`config.mk`:
```
export PLATFORM = sky130hd
export DESIGN_NAME = utf8_to_code_table_mapper
export DESIGN_NICKNAME = d
export VERILOG_FILES = /design/src/hdl/u8map_pkg.sv /design/src/hdl/u8map_ram.sv /design/src/hdl/u8map_dp.sv /design/src/hdl/u8map_ctrl.sv /design/src/hdl/utf8_to_code_table_mapper.sv
export SDC_FILE = /design/constraint.sdc
export NUM_CORES = 2
export LEC_CHECK = 0
export ABC_AREA = 0
export BUFFER_PORTS_ARGS = -buffer_cell sky130_fd_sc_hd__buf_4
export CAP_MARGIN = 10
export CELL_PAD_IN_SITES_DETAIL_PLACEMENT = 1
export CELL_PAD_IN_SITES_GLOBAL_PLACEMENT = 1
export CORE_MARGIN = 2
export CORE_UTILIZATION = 50
export DETAILED_ROUTE_END_ITERATION = 16
export PLACE_DENSITY_LB_ADDON = 0.1
export SLEW_MARGIN = 20
export SYNTH_ARGS = -nofsm -noshare
export SYNTH_HDL_FRONTEND = slang
export SYNTH_SLANG_ARGS = --single-unit
```
`constraint.sdc`:
```
create_clock -name clk -period 3.35 [get_ports clk]
set_input_delay 0.67 -clock clk [delete_from_list [all_inputs] [get_ports clk]]
set_output_delay 0.67 -clock clk [all_outputs]
set_load 0.05 [all_outputs]
```
`src/hdl/u8map_pkg.sv`:
```
// ---------------------------------------------------------------------------
// u8map_pkg
// Shared types and constants of the UTF-8 to code table mapper.
// ---------------------------------------------------------------------------
`default_nettype none

package u8map_pkg;

	localparam int TABLE_DEPTH = 128;
	localparam int IDX_W       = (TABLE_DEPTH > 1) ? $clog2(TABLE_DEPTH) : 1;
	localparam int CNT_W       = $clog2(TABLE_DEPTH + 1);
	localparam int KEY_W       = 16;
	localparam int CODE_W      = 8;
	localparam int ENTRY_W     = KEY_W + CODE_W;
	localparam int POINT_W     = 21;

	// request function codes
	typedef enum logic [1:0] {
		FN_TEXT  = 2'd0,
		FN_ADD   = 2'd1,
		FN_CLEAR = 2'd2
	} func_t;

	// result status codes
	typedef enum logic [2:0] {
		RS_MAPPED   = 3'd0,
		RS_UNMAPPED = 3'd1,
		RS_ADDED    = 3'd2,
		RS_FULL     = 3'd3,
		RS_CLEARED  = 3'd4
	} res_status_t;

	// controller to datapath
	typedef struct packed {
		logic accept;
		logic scan_act;
		logic out_load;
	} cmd_t;

	// datapath to controller
	typedef struct packed {
		logic item_res;
		logic item_scan;
		logic scan_done;
	} sts_t;

endpackage

`default_nettype wire

```
`src/hdl/u8map_ram.sv`:
```
// ---------------------------------------------------------------------------
// u8map_ram
// Generic single write port, single read port RAM with registered read data.
// ---------------------------------------------------------------------------
`default_nettype none

module u8map_ram #(
	parameter int WIDTH = 8,
	parameter int DEPTH = 16
) (
	input  wire logic                                     clk,
	input  wire logic                                     wr_en,
	input  wire logic [((DEPTH > 1) ? $clog2(DEPTH) : 1)-1:0] wr_addr,
	input  wire logic [WIDTH-1:0]                         wr_data,
	input  wire logic                                     rd_en,
	input  wire logic [((DEPTH > 1) ? $clog2(DEPTH) : 1)-1:0] rd_addr,
	output logic      [WIDTH-1:0]                         rd_data
);

	logic [WIDTH-1:0] mem_q [DEPTH];

	always_ff @(posedge clk) begin
		if (wr_en) begin
			mem_q[wr_addr] <= wr_data;
		end
		if (rd_en) begin
			rd_data <= mem_q[rd_addr];
		end
	end

endmodule

`default_nettype wire

```
`src/hdl/u8map_dp.sv`:
```
// ---------------------------------------------------------------------------
// u8map_dp
// Datapath: UTF-8 byte decoder, table memory, linear lookup scan and
// result / output registers.
// ---------------------------------------------------------------------------
`default_nettype none

module u8map_dp (
	input  wire logic                        clk,
	input  wire logic                        arst_n,
	input  wire u8map_pkg::cmd_t             cmd,
	output u8map_pkg::sts_t                  sts,
	input  wire logic [1:0]                  func,
	input  wire logic [u8map_pkg::KEY_W-1:0] entry_unicode,
	input  wire logic [u8map_pkg::CODE_W-1:0] entry_code,
	input  wire logic [7:0]                  text_byte,
	input  wire logic                        text_end,
	output logic      [2:0]                  status,
	output logic      [u8map_pkg::CODE_W-1:0] char_code,
	output logic      [2:0]                  bytes_used
);

	// decoder state
	logic [u8map_pkg::POINT_W-1:0] acc_q, acc_d;
	logic [1:0]                    pend_q, pend_d;
	logic [2:0]                    seen_q, seen_d;
	logic [u8map_pkg::CNT_W-1:0]   cnt_q;

	// scan state
	logic [u8map_pkg::CNT_W-1:0]   scan_idx_q;
	logic                          rd_pend_q;
	logic [u8map_pkg::KEY_W-1:0]   point_q;

	// pending result and output registers
	u8map_pkg::res_status_t        res_status_q;
	logic [u8map_pkg::CODE_W-1:0]  res_code_q;
	logic [2:0]                    res_used_q;
	logic [2:0]                    status_q;
	logic [u8map_pkg::CODE_W-1:0]  char_code_q;
	logic [2:0]                    bytes_used_q;

	// decode of the offered request
	logic                          d_res, d_lookup, d_scan, d_elig;
	logic [2:0]                    d_used;
	logic [u8map_pkg::POINT_W-1:0] d_point, acc_next;
	logic [1:0]                    pend_dec;
	logic [2:0]                    used_inc;
	logic                          is_add, is_clear, is_text, full;

	// memory
	logic                           wr_en, rd_en, hit, exhausted;
	logic [u8map_pkg::ENTRY_W-1:0]  rd_data;

	assign is_text  = (u8map_pkg::func_t'(func) == u8map_pkg::FN_TEXT);
	assign is_add   = (u8map_pkg::func_t'(func) == u8map_pkg::FN_ADD);
	assign is_clear = (u8map_pkg::func_t'(func) == u8map_pkg::FN_CLEAR);
	assign full     = (cnt_q >= u8map_pkg::CNT_W'(u8map_pkg::TABLE_DEPTH));

	assign used_inc = seen_q + 3'd1;
	assign acc_next = {acc_q[u8map_pkg::POINT_W-7:0], text_byte[5:0]};
	assign pend_dec = pend_q - 2'd1;

	always_comb begin
		pend_d   = pend_q;
		seen_d   = seen_q;
		acc_d    = acc_q;
		d_res    = 1'b0;
		d_lookup = 1'b0;
		d_used   = used_inc;
		d_point  = acc_next;
		if (!text_byte[7]) begin
			d_res   = 1'b1;
			d_point = {13'd0, text_byte};
			if (pend_q == 2'd0) begin
				d_lookup = 1'b1;
				d_used   = 3'd1;
			end
		end else if (text_byte[6] == 1'b0) begin
			// continuation byte
			if (pend_q == 2'd0) begin
				d_res  = 1'b1;
				d_used = 3'd1;
			end else if (pend_dec == 2'd0) begin
				d_res    = 1'b1;
				d_lookup = 1'b1;
			end else if (text_end) begin
				d_res = 1'b1;
			end else begin
				acc_d  = acc_next;
				pend_d = pend_dec;
				seen_d = used_inc;
			end
		end else if (pend_q != 2'd0) begin
			d_res = 1'b1;
		end else begin
			d_used = 3'd1;
			if (text_byte[7:3] == 5'b11110) begin
				pend_d = 2'd3;
				acc_d  = {18'd0, text_byte[2:0]};
			end else if (text_byte[7:4] == 4'b1110) begin
				pend_d = 2'd2;
				acc_d  = {17'd0, text_byte[3:0]};
			end else if (text_byte[7:5] == 3'b110) begin
				pend_d = 2'd1;
				acc_d  = {16'd0, text_byte[4:0]};
			end else begin
				d_res = 1'b1;
			end
			seen_d = 3'd1;
			if (text_end) begin
				d_res = 1'b1;
			end
		end
		// every result returns the decoder to idle
		if (d_res) begin
			pend_d = 2'd0;
			seen_d = 3'd0;
			acc_d  = '0;
		end
	end

	assign d_elig = (d_point != '0) && (d_point[u8map_pkg::POINT_W-1:u8map_pkg::KEY_W] == '0);
	assign d_scan = is_text && d_lookup && d_elig && (cnt_q != '0);

	assign sts.item_res  = is_text ? d_res : (is_add || is_clear);
	assign sts.item_scan = d_scan;

	// scan: one read issued per cycle, compare in the cycle after the read
	assign hit       = rd_pend_q && (rd_data[u8map_pkg::ENTRY_W-1:u8map_pkg::CODE_W] == point_q);
	assign exhausted = !rd_pend_q && (scan_idx_q == cnt_q);
	assign sts.scan_done = hit || exhausted;
	assign rd_en = cmd.scan_act && !hit && (scan_idx_q < cnt_q);
	assign wr_en = cmd.accept && is_add && !full;

	u8map_ram #(
		.WIDTH (u8map_pkg::ENTRY_W),
		.DEPTH (u8map_pkg::TABLE_DEPTH)
	) u_ram (
		.clk     (clk),
		.wr_en   (wr_en),
		.wr_addr (cnt_q[u8map_pkg::IDX_W-1:0]),
		.wr_data ({entry_unicode, entry_code}),
		.rd_en   (rd_en),
		.rd_addr (scan_idx_q[u8map_pkg::IDX_W-1:0]),
		.rd_data (rd_data)
	);

	always_ff @(posedge clk or negedge arst_n) begin
		if (!arst_n) begin
			acc_q      <= '0;
			pend_q     <= 2'd0;
			seen_q     <= 3'd0;
			cnt_q      <= '0;
			scan_idx_q <= '0;
			rd_pend_q  <= 1'b0;
		end else begin
			if (cmd.accept) begin
				scan_idx_q <= '0;
				rd_pend_q  <= 1'b0;
				if (is_text) begin
					acc_q  <= acc_d;
					pend_q <= pend_d;
					seen_q <= seen_d;
				end else if (is_add && !full) begin
					cnt_q <= cnt_q + u8map_pkg::CNT_W'(1);
				end else if (is_clear) begin
					cnt_q <= '0;
				end
			end else if (cmd.scan_act) begin
				rd_pend_q <= rd_en;
				if (rd_en) begin
					scan_idx_q <= scan_idx_q + u8map_pkg::CNT_W'(1);
				end
			end
		end
	end

	always_ff @(posedge clk) begin
		if (cmd.accept) begin
			point_q    <= d_point[u8map_pkg::KEY_W-1:0];
			res_code_q <= '0;
			if (is_text) begin
				res_status_q <= u8map_pkg::RS_UNMAPPED;
				res_used_q   <= d_used;
			end else begin
				res_used_q   <= 3'd0;
				if (is_add) begin
					res_status_q <= full ? u8map_pkg::RS_FULL : u8map_pkg::RS_ADDED;
				end else begin
					res_status_q <= u8map_pkg::RS_CLEARED;
				end
			end
		end else if (cmd.scan_act && hit) begin
			res_status_q <= u8map_pkg::RS_MAPPED;
			res_code_q   <= rd_data[u8map_pkg::CODE_W-1:0];
		end
		if (cmd.out_load) begin
			status_q     <= res_status_q;
			char_code_q  <= res_code_q;
			bytes_used_q <= res_used_q;
		end
	end

	assign status     = status_q;
	assign char_code  = char_code_q;
	assign bytes_used = bytes_used_q;

	a_cnt_bound: assert property (@(posedge clk) disable iff (!arst_n)
		cnt_q <= u8map_pkg::CNT_W'(u8map_pkg::TABLE_DEPTH))
		else $error("entry count beyond table depth");

	a_seq_len: assert property (@(posedge clk) disable iff (!arst_n)
		(pend_q != 2'd0) |-> (({1'b0, seen_q} + {2'b00, pend_q}) <= 4'd4 && seen_q != 3'd0))
		else $error("decoder sequence length inconsistent");

	a_rd_idx: assert property (@(posedge clk) disable iff (!arst_n)
		rd_pend_q |-> (scan_idx_q != '0))
		else $error("compare pending without an issued read");

endmodule

`default_nettype wire

```
`src/hdl/u8map_ctrl.sv`:
```
// ---------------------------------------------------------------------------
// u8map_ctrl
// Controller: request acceptance, lookup scan sequencing, output handoff.
// ---------------------------------------------------------------------------
`default_nettype none

module u8map_ctrl (
	input  wire logic            clk,
	input  wire logic            arst_n,
	input  wire logic            in_valid,
	output logic                 in_stall,
	output logic                 out_valid,
	input  wire logic            out_stall,
	output u8map_pkg::cmd_t      cmd,
	input  wire u8map_pkg::sts_t sts
);

	typedef enum logic [2:0] {
		ST_IDLE = 3'b001,
		ST_SCAN = 3'b010,
		ST_PUSH = 3'b100
	} state_t;

	state_t st_q, st_d;
	logic   out_valid_q;
	logic   out_free;

	assign out_free = !out_valid_q || !out_stall;

	always_comb begin
		st_d         = st_q;
		cmd.accept   = in_valid && (st_q == ST_IDLE);
		cmd.scan_act = (st_q == ST_SCAN);
		cmd.out_load = (st_q == ST_PUSH) && out_free;
		unique case (st_q)
			ST_IDLE: begin
				if (cmd.accept) begin
					if (sts.item_scan) begin
						st_d = ST_SCAN;
					end else if (sts.item_res) begin
						st_d = ST_PUSH;
					end
				end
			end
			ST_SCAN: begin
				if (sts.scan_done) begin
					st_d = ST_PUSH;
				end
			end
			ST_PUSH: begin
				if (out_free) begin
					st_d = ST_IDLE;
				end
			end
			default: begin
				st_d = ST_IDLE;
			end
		endcase
	end

	always_ff @(posedge clk or negedge arst_n) begin
		if (!arst_n) begin
			st_q        <= ST_IDLE;
			out_valid_q <= 1'b0;
		end else begin
			st_q <= st_d;
			if (cmd.out_load) begin
				out_valid_q <= 1'b1;
			end else if (!out_stall) begin
				out_valid_q <= 1'b0;
			end
		end
	end

	assign in_stall  = (st_q != ST_IDLE);
	assign out_valid = out_valid_q;

endmodule

`default_nettype wire

```
`src/hdl/utf8_to_code_table_mapper.sv`:
```
// ---------------------------------------------------------------------------
// utf8_to_code_table_mapper
// Decodes UTF-8 text bytes and maps each completed code point to an 8-bit
// target code through a table of up to TABLE_DEPTH entries.
// ---------------------------------------------------------------------------
//
//  channel | direction | handshake          | payload
//  --------+-----------+--------------------+-------------------------------
//  in      | input     | in_valid/in_stall  | func, entry_unicode, entry_code,
//          |           |                    | text_byte, text_end
//  out     | output    | out_valid/out_stall| status, char_code, bytes_used
//
// A request that yields no result (a byte inside a sequence) leaves the block idle.
// Add, clear, rejected bytes and code points that cannot hit skip the scan.
// A lookup scans the table memory from index 0 upward, one read per cycle,
// and stops at the first hit, or after the last live entry on a miss; the
// table memory has a single read port, so entries are read one at a time.
// Reset clears the entry count and the decoder; table contents need no clear.
// A finished result waits in the output register while the next request is
// taken; a stalled output holds only the block's final handoff step.
// ---------------------------------------------------------------------------
`default_nettype none

module utf8_to_code_table_mapper (
	input  wire logic                         clk,
	input  wire logic                         arst_n,
	// request channel
	input  wire logic                         in_valid,
	output logic                              in_stall,
	input  wire logic [1:0]                   func,
	input  wire logic [u8map_pkg::KEY_W-1:0]  entry_unicode,
	input  wire logic [u8map_pkg::CODE_W-1:0] entry_code,
	input  wire logic [7:0]                   text_byte,
	input  wire logic                         text_end,
	// result channel
	output logic                              out_valid,
	input  wire logic                         out_stall,
	output logic      [2:0]                   status,
	output logic      [u8map_pkg::CODE_W-1:0] char_code,
	output logic      [2:0]                   bytes_used
);

	// controller commands and datapath status
	u8map_pkg::cmd_t cmd;
	u8map_pkg::sts_t sts;

	// sequence: accept, scan the table, hand the result to the output register
	u8map_ctrl u_ctrl (
		.clk       (clk),
		.arst_n    (arst_n),
		.in_valid  (in_valid),
		.in_stall  (in_stall),
		.out_valid (out_valid),
		.out_stall (out_stall),
		.cmd       (cmd),
		.sts       (sts)
	);

	// decode bytes, hold the table, compare entries, drive the result payload
	u8map_dp u_dp (
		.clk           (clk),
		.arst_n        (arst_n),
		.cmd           (cmd),
		.sts           (sts),
		.func          (func),
		.entry_unicode (entry_unicode),
		.entry_code    (entry_code),
		.text_byte     (text_byte),
		.text_end      (text_end),
		.status        (status),
		.char_code     (char_code),
		.bytes_used    (bytes_used)
	);

endmodule

`default_nettype wire

```
==> summary by stage <==
Synthesis
Of the post-synthesis cell area, the dominant cell type holds 0.761. The count of synthesis-stage warnings from yosys is 0. The share of synthesized registers carrying an async set or reset is 0.0129.

After synthesis, the cell types taking the most area are edfxtp_1 (76%), mux4_2 (8.6%), mux2i_1 (5.5%). The most frequently used flop master after synthesis is edfxtp_1. The synthesized design contains 3,181 register bits.

The post-synthesis instance area is 124,000 um2. The synthesized net count is 6,134. The cell count after synthesis came out at 6,078. The largest area contributor in the netlist is edfxtp_1. The number of synthesized flops with an enable pin is 3,132. The unique cell type count in the Yosys netlist is 70. Of the synthesized area, sequential elements account for 0.770. The synthesized area per cell is 20.3 um2.

Floorplan
The initial standard-cell utilization of the core is 0.503. The die covers 251,000 um2. The die span in y is 501 um. Row generation in the floorplan step produced 182 rows. The top-level I/O count is 55. After floorplanning, the core was sized to cover 246,000 um2. From left edge to right edge, the die measures 501 um.

Setup path
Among the stages of the critical path, the cell type that occurs most often is buf_12. The kind of critical path is reg2reg. The number of buffer and inverter stages on the critical path is 3. The critical path goes through buf_12, buf_12, mux4_2, nand2_1, a21oi_1, a2111oi_0, buf_4, o211ai_1, o22a_1.

The worst register-to-register path ends at u_dp.u_ram.rd_data[19]. Across all register-to-register paths, the minimum setup slack is -0.01 ns. The highest net fanout along the worst path is 13. The capturing element type of the critical path is a flop. The kind of cell with the highest combined delay on the critical path is compound AO/OA/AOI/OAI gates. For this run, the slowest stage of the critical path takes 0.62 ns. The element type at the critical path start is a flop. The largest individual stage delay along the critical path comes from the cell a2111oi_0. The number of cells on the worst reg-to-reg path is 9. The startpoint of the most critical register-to-register path is u_dp.scan_idx_q[0]. The required time at the endpoint of the critical path is 4.06 ns.

Data on the critical path arrives at its endpoint at 4.07 ns.

Power and ir drop
Summed over all cells, the static leakage comes to 44.9 nW. Dividing total power by cell area gives a power density of 570 nW/um2. The highest ir drop seen on vdd is 0.552 mV.

After layout, the design draws a total of 82.3 mW.

Global routing
For this run, the total global-route usage over all layers was measured as 0.300. Entering global routing, the biggest net connects 129 pins. The number of antenna violations at the first check in global routing is 30. The sum of overflow across all layers after global routing is 0. The via count of the first global-routing pass came to 67,400. The first global-routing pass estimated 527,000 um of wire.

Finish
The fraction of final layout cells sized beyond drive strength 1 is 0.260. For this run, the post-layout net count is 6,847. For this run, the share of the core covered by cells in the final layout is 0.587. The synthesis-to-finish area growth is 16.7%.

The final instance area is 144,000 um2. The number of inserted filler cells in the final layout is 20,800.

Clock network
The number of buffers between clock root and the deepest sink is 4. The count of clock tree sinks is 3,181. Clock latency on the worst-skew pair, taken at its later pin, is 0.97 ns. Clock tree synthesis inserted a total of 345 buffers. The CTS tree is yes. The total number of H-tree levels is 5.

The tree is rooted in a clkbuf_16. The clock edge transition at the registers on the reported setup and hold paths is 0.06 ns.

Timing
The number of hold violations in the final report is 0. The clock skew is 0.0557 ns. The minimum setup slack in the final design is -0.0126 ns. Of the available clock period, the critical path in the final layout requires 1.00. Measured against its own limit, the worst slew margin works out to 0.185. Setup repair after global routing left no endpoint under its margin.

Counting I/O delays and the setup requirement, the final critical path takes 3.36 ns. The setup TNS after final layout is -0.0126 ns. The transition time at the pin with the least slew margin is 1.22 ns. The number of max-slew violations in the final report is 0.

Setup violations remaining at the end of the flow were counted as 1. The maximum clock frequency is 0.297 GHz.

Place
The last weighted congestion value of the routability-driven placer is 0.854. The wire-length estimate of the detail-placed layout is 228,000 um. The placed standard-cell area is 134,000 um2.

The number of buffers inserted by port buffering is 54. Prior to clock tree synthesis, the placed netlist has a worst setup slack of -0.461 ns.

Drt
The final wirelength is 376,000 um. Once detail routing completed, the nets flagged for antenna violations numbered 0. The detailed router finished its first iteration with 8,194 violations.

After detailed routing, the number of vias per cell comes to 6.40. After detailed routing, the number of remaining DRC violations is 0. The total via count in the routed design is 65,700. After detailed routing, the average wire length per cell comes to 36.6 um.

The first detailed-routing pass took 6 iterations.

Min path
The start point of the worst min-delay path is entry_code[5]. Counting instances, the worst hold path has a depth of 1. The capture endpoint of the worst hold path is u_dp.u_ram.mem_q[39][5]. The tightest min-delay check is of the in2reg type.

Run status
The run finished, with violations left. The final reports fail on negative setup slack.

Job
Across the run, the number of max-cap violations was 0.
-- worst max-delay path by stage --
stage,startpoint,endpoint,slack [ns],depth (start not counted)
5_1_grt,u_dp.scan_idx_q[0],u_dp.u_ram.rd_data[14],0.002,8
2_1_floorplan,func[1],u_dp.u_ram.mem_q[118][0],0.07,7
6_report,u_dp.scan_idx_q[0],u_dp.u_ram.rd_data[19],-0.01,9
3_3_place_gp,u_dp.scan_idx_q[0],u_dp.u_ram.rd_data[22],-0.43,10
3_5_place_dp,u_dp.scan_idx_q[0],u_dp.u_ram.rd_data[22],-0.46,10
4_1_cts,u_dp.scan_idx_q[0],u_dp.u_ram.rd_data[19],0.02,9
-- timing repair --
action                     CTS  global route
setup endpoints to repair    7             7
pin swaps                    0             1
hold endpoints to repair    60             0
setup buffers                1             0
gates resized for setup     11             7
hold buffers                 9             0
gates cloned                 0             0
-- layer usage --
metal / share of wire / wire length (um) / GRT usage
met5: 0.00036 / 136 / 0
met4: 0.033 / 12400 / 0.0937
met3: 0.088 / 33100 / 0.0649
met2: 0.46 / 173000 / 0.459
met1: 0.42 / 157000 / 0.433
-- worst register-to-register path, stage by stage, from the launching register on --
cell	delay (ns)
dfrtp_4	0.61
buf_12	0.28
buf_12	0.20
mux4_2	0.48
nand2_1	0.10
a21oi_1	0.12
a2111oi_0	0.62
buf_4	0.22
o211ai_1	0.20
o22a_1	0.26
-- synth_stat cells (11+ instances only) --
cell type,n
buf_4,30
a211oi_1,27
o21ai_0,132
buf_12,25
dfrtp_1,40
xor2_1,16
a221oi_2,12
o21ai_1,27
mux4_2,472
mux2i_1,678
o221ai_1,46
edfxtp_1,3132
a31oi_1,41
buf_1,22
a21oi_1,139
nand2_1,223
a22oi_1,114
a221oi_1,109
nor2_1,182
and2_1,13
o22ai_1,29
a22o_1,13
inv_1,25
a2111oi_0,11
o211ai_1,16
mux2_2,15
buf_8,18
buf_6,54
nand3_1,57
buf_2,69
clkbuf_1,134
nor2b_1,11
nor3_1,11
ha_1,17
-- sequential cells by signal, indices dropped and copies added (netlist names), 2 cells and up --
name / flops
u_dp.u_ram.mem_q: 3072
u_dp.u_ram.rd_data: 24
u_dp.point_q: 16
u_dp.acc_q: 15
u_dp.char_code: 8
u_dp.cnt_q: 8
u_dp.res_code_q: 8
u_dp.scan_idx_q: 8
u_ctrl.st_q: 3
u_dp.bytes_used: 3
u_dp.res_status_q: 3
u_dp.res_used_q: 3
u_dp.seen_q: 3
u_dp.status: 3
u_dp.pend_q: 2
-- through the flow --
stage | instances | hold slack (ns)
final | 10300 | 0.0675
after global routing | 10300 | 0.0539
after CTS | 10300 | 0.00942
after detailed placement | 9655 | 0.406
after global placement | 9655 | 0.407
after floorplan | 6078 | 0.374
-- logic make-up after synthesis --
logic type               share of synthesized area
flip-flops                                   0.770
multiplexers                                 0.143
AO/OA/AOI/OAI                               0.0432
AND/OR/NAND/NOR                             0.0189
buffers and inverters                       0.0214
XOR/XNOR                                   0.00120
adder cells (fa/ha/maj)                    0.00172
-- where the power goes --
group	switching, mW	total [mW]	internal [mW]
logic	1.59	2.15	0.559
clock network	15.3	36.1	20.7
registers	0.123	44.0	43.9
-- cell type report --
class | instances | area, um2 | area share
multi-input combinational | 2517 | 26200 | 0.182
sequential | 3181 | 95300 | 0.660
antenna | 6 | 15.0 | 0.000104
clock inverter | 179 | 1370 | 0.00947
inverter | 26 | 106 | 0.000737
clock buffer | 424 | 9100 | 0.0631
tap | 3220 | 4030 | 0.0279
timing repair buffer | 720 | 8130 | 0.0563
-- cells in the final DEF (no fill, tap or decap), types with 10 or more instances in the layout --
| cell | synthesis | layout |
|---|---|---|
| nor2_1 | 182 | 49 |
| a31oi_1 | 41 | 41 |
| inv_1 | 25 | 23 |
| a221oi_1 | 109 | 108 |
| o211ai_1 | 16 | 16 |
| clkinv_1 | 1 | 83 |
| a211oi_1 | 27 | 26 |
| clkbuf_1 | 134 | 71 |
| mux2i_1 | 678 | 676 |
| o21ai_0 | 132 | 127 |
| clkinv_2 | 0 | 65 |
| edfxtp_1 | 3132 | 3132 |
| nand2_1 | 223 | 219 |
| buf_12 | 25 | 214 |
| mux2_2 | 15 | 15 |
| a21oi_1 | 139 | 138 |
| o221ai_1 | 46 | 45 |
| o22ai_1 | 29 | 29 |
| nor3_1 | 11 | 11 |
| xor2_1 | 16 | 16 |
| clkbuf_16 | 0 | 353 |
| dfrtp_1 | 40 | 33 |
| buf_4 | 30 | 496 |
| nand3_1 | 57 | 52 |
| a22o_1 | 13 | 13 |
| mux4_2 | 472 | 472 |
| nor2_2 | 0 | 128 |
| a22oi_1 | 114 | 114 |
| o31ai_1 | 10 | 10 |
| ha_1 | 17 | 17 |
| and2_1 | 13 | 12 |
| o21ai_1 | 27 | 31 |
| bufinv_16 | 0 | 20 |
| a221oi_2 | 12 | 11 |
No activity file was read; power rests on OpenSTA's default activity.
